==> src/rtl/core/ebs_ram.sv <==
`timescale 1ns / 1ps
// Simple dual-port RAM, one write and one registered read per cycle.
// A read of the address being written returns the old contents.
module ebs_ram #(
    parameter int DATA_BITS = 8,
    parameter int DEPTH     = 16
) (
    input  logic                     clk,
    input  logic                     wr_en,
    input  logic [$clog2(DEPTH)-1:0] wr_addr,
    input  logic [DATA_BITS-1:0]     wr_data,
    input  logic [$clog2(DEPTH)-1:0] rd_addr,
    output logic [DATA_BITS-1:0]     rd_data
);

    logic [DATA_BITS-1:0] mem_reg [DEPTH];
    logic [DATA_BITS-1:0] rd_data_reg;

    always_ff @(posedge clk) begin
        if (wr_en) begin
            mem_reg[wr_addr] <= wr_data;
        end
        rd_data_reg <= mem_reg[rd_addr];
    end

    assign rd_data = rd_data_reg;

endmodule

==> config.mk <==
export PLATFORM = sky130hd
export DESIGN_NAME = ebs_ram
export DESIGN_NICKNAME = d
export VERILOG_FILES = /design/src/rtl/core/ebs_ram.sv
export SDC_FILE = /design/constraint.sdc
export NUM_CORES = 1
export LEC_CHECK = 0
export ABC_CLOCK_PERIOD_IN_PS = 1800
export BUFFER_PORTS_ARGS = -buffer_cell sky130_fd_sc_hd__buf_2
export CORE_ASPECT_RATIO = 0.75
export CORE_MARGIN = 1.5
export CORE_UTILIZATION = 40
export CTS_CLUSTER_DIAMETER = 60
export CTS_CLUSTER_SIZE = 10
export DETAILED_ROUTE_END_ITERATION = 10
export HOLD_SLACK_MARGIN = 0.08
export PLACE_DENSITY = 0.62
export RECOVER_POWER = 25
export SYNTH_ARGS = -nofsm -noshare
export SYNTH_HDL_FRONTEND = slang
export SYNTH_SLANG_ARGS = --single-unit
==> constraint.sdc <==
create_clock -name clk -period 1.8 [get_ports clk]
set_input_delay 0.09 -clock clk [delete_from_list [all_inputs] [get_ports clk]]
set_output_delay 0.09 -clock clk [all_outputs]
set_load 0.005 [all_outputs]
# ---- Word-level counts from Yosys, hierarchy flattened
# Memories as Yosys holds them, arrays and structs flattened. A register that Yosys moved wholly into a read port is not among the register bits.
# Cells that the tools add are included.
dict set report word_totals {
  register_bits 0
  latch_bits 0
  ramBits 128
  romBits 0
  inputBits 18
  output_inout_bits 8
  word_cells 3
  memories 1
}
# memory words word_bits rd rd_ports_with_merged_regs wr line
set memory_table {}
lappend memory_table {mem_reg 16 8 1 1 1 16} ;# logic [DATA_BITS-1:0] mem_reg [DEPTH];
dict set report op_classes {
  add_sub_neg 0
  n_mul 0
  div 0
  order_cmp 0
  n_eq_ne 0
  shifts 0
  n_mux 2
  n_bitwise 0
  n_reduce_logical 0
}
# cell n
set ops {}
lappend ops {{$mux 1} 2}

# ---- Logic depth before layout (Yosys ltp)
dict set report logic_depth {
  depth_word 2
  ltp_mapped 5
  depth_no_buf 3
}

# ---- Least setup slack after synthesis
# OpenSTA, ideal clock, no wires.
dict set report synth_timing {
  kind {input -> register}
  start {in wr_addr[2]}
  end {mem mem_reg[0][0], enable pin}
  setup_ns 0.383
  arrival_time_ns 1.200
  required_time_ns 1.417
  setup_slack_ns 0.217
  path_stages 2
  path_buffers 0
  cell_sequence {or3b_2 -> nor3_1}
}
# item line
set synth_rtl {}
lappend synth_rtl {{from (decl)} 10} ;# input logic [$clog2(DEPTH)-1:0] wr_addr,
lappend synth_rtl {{to (decl)} 16}
# No word-level cell before the write port.

==> metrics.md <==
| Metric | Value |
|---|---|
| Setup total negative slack | 0 ns |
| CTS tree | built |
| Number of nets produced by synthesis | 247 |
| Final weighted congestion in routability-driven placement | 0.729 |
| Total Power Consumption | between 0.007 and 0.008 W |
| Endpoint of the worst-slack reg-to-reg timing path | rd_data[1] |
| Post-detailed-route via-to-cell ratio | 5.16 |
| Outcome | completed |
| Areal power density over the cells | approximately 1200 mW/mm^2 |
| Worst skew pair latency | approximately 0.41 ns |
| Share of cells above drive strength 1 | between 20% and 30% |
| R2R Path Start | mem_reg[10][1] |
| Post-DP HPWL | between 6000 and 7000 microns |
| Number of max-cap violations | 0 |
| Peak supply drop | ~0.76 mV |
| Number of clock sinks | 136 |
| Iteration-0 DRC Markers | approximately 140 |
| Antenna diode instance count | 0 |
| Number of nets with antenna violations after routing | 0 |
| Clock root cell | clkbuf_16 |
| Total Wirelength | 9900 microns |
| Worst reg-to-reg path cell count | 3 |
| Core area | around 0.012 sq mm |
| Final count of hold timing violations | 0 |
| Total congestion overflow | 0 |
| Setup slack of the most critical reg-to-reg path | 0.49 ns |
| CP arrival | 1.60 ns |
| Time the worst path needs with I/O delays and setup | 1.31 ns |
| Number of remaining DRC errors | 0 |
| Largest net degree at the start of global routing | 33 |
| Post-synthesis average cell area | around 22 sq um |
| CP Capture Type | register |
| Layout Skew | 0.0158 ns |
| Setup repair after global routing missed its margin | false |
| Buffer depth of the longest clock path | 2 |
| Final setup viols | 0 |
| Number of antenna violations at the first check in global routing | 0 |
| Fraction of the yosys area taken by sequential cells | 77.8% |
| Area growth from synthesis to final layout | 20.4% |
| Max-slew headroom | 57.8% |
| Count of nets after finishing | 310 |
| Critical Path RT | 2.09 ns |
| DRT Pass-1 Iters | 5 |
| Count of cells resized by post-cts repair | 0 |
| Warnings, synthesis | 0 |
| Critical setup path kind | register to register |
| Transition time at the pin with the least slew margin | between 0.6 and 0.7 ns |
| Area share of the largest cell type after synthesis | 74.7% |
| Number of filler cells placed in the layout | between 1000 and 1500 |
| Count of standard-cell rows | 35 |
| Start point of the critical path | mem_reg[10][1] |
| Ranking of synthesized cells by area | edfxtp_1, mux4_2, mux4_1 |
| Vias in the first global route | between 2000 and 2500 |
| Critical-path maximum fanout | 1 |
| CTS H-tree depth | 4 |
| WL/cell | 21.0 microns |
| Height of the die | 101 microns |
| Upper clock frequency limit | 765 MHz |
| Most common library cell in the layout ignoring fill and taps | edfxtp_1 |
| Post-Syn Area | 0.00515 sq mm |
| CTS Buf Count | 17 |
| Final Cycle Share | 72.7% |
| I/O Pins | 26 |
| Cell taking the most area after synthesis | edfxtp_1 |
| Number of I/O port buffers | 25 |
| Commonest cells after routing, fill and taps aside | edfxtp_1, buf_2, mux4_2, clkbuf_1, clkbuf_16 |
| Class of the tightest hold or removal check | input pin to register |
| All-Layer GR Usage | between 15 and 20% |
| Worst setup path endpoint | rd_data[1] |
| Starting density of the core | about two fifths |
| Number of instances in the synthesized netlist | 229 |
| Number of flip-flops under the largest register name | 128 |
| First-pass GRT wire length | 15000 microns |
| Max Slew Vio Count | 0 |
| Overall die width | 134 microns |
| Leakage power total | 2.08 nW |
| CTS clk-pin slew, worst paths | 0.06 ns |
| Area enclosed by the die boundary | 0.0136 sq mm |
| Count of cell types in the netlist | 19 |
| Kind of start point of the critical path | register |
| Number of register bits inferred by synthesis | 136 |
| Via count | between 2000 and 2500 |
cell families (layout without fill, tap and decap cells):
kind of cell    Yosys count  after routing  share of synthesized area (%)
buf+inv                  10             86                           1.68
flops                   136            136                           77.8
simple gates             35             35                           3.18
compound gates           16             16                           2.33
mux                      32             32                           15.0
how the worst min path moves through the flow:
stage                           from             end  slack [ns]  cells after the start
final                     wr_addr[0]   mem_reg[4][5]        0.23                      3
after global routing      wr_addr[0]   mem_reg[0][5]        0.25                      3
after CTS                 wr_addr[0]   mem_reg[4][5]        0.22                      3
after detailed placement  rd_data[2]      rd_data[2]        0.47                      1
after global placement    wr_data[4]  mem_reg[14][4]        0.46                      1
after floorplan           wr_data[0]   mem_reg[0][0]        0.19                      0
per-layer routing:
layer,track usage [%],up-vias,part of all wire (%)
li1,-,1101,-
met5,0,-,0
met3,5.91,14,5.9
met4,6.94,0,1.8
met1,22.5,1251,49
met2,23.9,65,44
power breakdown:
part           switching, W  total, W  internal [W]
Combinational      0.000183  0.000339      0.000156
Clock               0.00118   0.00329       0.00211
Sequential        0.0000219   0.00357       0.00354
layout make-up:
class	count	area [sq um]	share of cell area, %
Clock inverter	3	38.8	0.626
Multi-Input combinational cell	83	1060	17.1
Clock buffer	29	531	8.56
Timing Repair Buffer	54	360	5.81
Sequential cell	136	4000	64.6
Tap cell	166	208	3.35
timing repair:
item	CTS	global route
hold buffers	8	0
hold endpoints to repair	119	0
setup buffers	0	0
cells in the mapped netlist (all sizes together):
cell type / n
edfxtp: 128
a22oi: 16
clkdlybuf4s25: 3
nand2: 9
and2: 1
mux4: 32
nand3b: 2
and2b: 1
dfxtp: 8
nand2b: 2
buf: 7
nor2: 13
nand3: 1
or3b: 1
nor3: 4
nor2b: 1
per-stage QoR:
stage / util (%) / hold slack, ns / instances / worst slack, ns / area, sq um
3_3_place_gp: 44.9 / 0.460 / 431 / 0.349 / 5590
5_1_grt: 49.8 / 0.246 / 471 / 0.409 / 6200
3_5_place_dp: 44.9 / 0.470 / 431 / 0.342 / 5590
6_report: 49.8 / 0.232 / 471 / 0.492 / 6200
2_1_floorplan: - / 0.189 / 229 / 0.217 / 5150
4_1_cts: 50.2 / 0.222 / 471 / 0.458 / 6240
critical path: stages (launching register included):
cell      delay [ns]
edfxtp_1        0.37
mux4_1          0.49
a22oi_1         0.26
nand2_1         0.07
No activity file was read; power rests on OpenSTA's default activity.
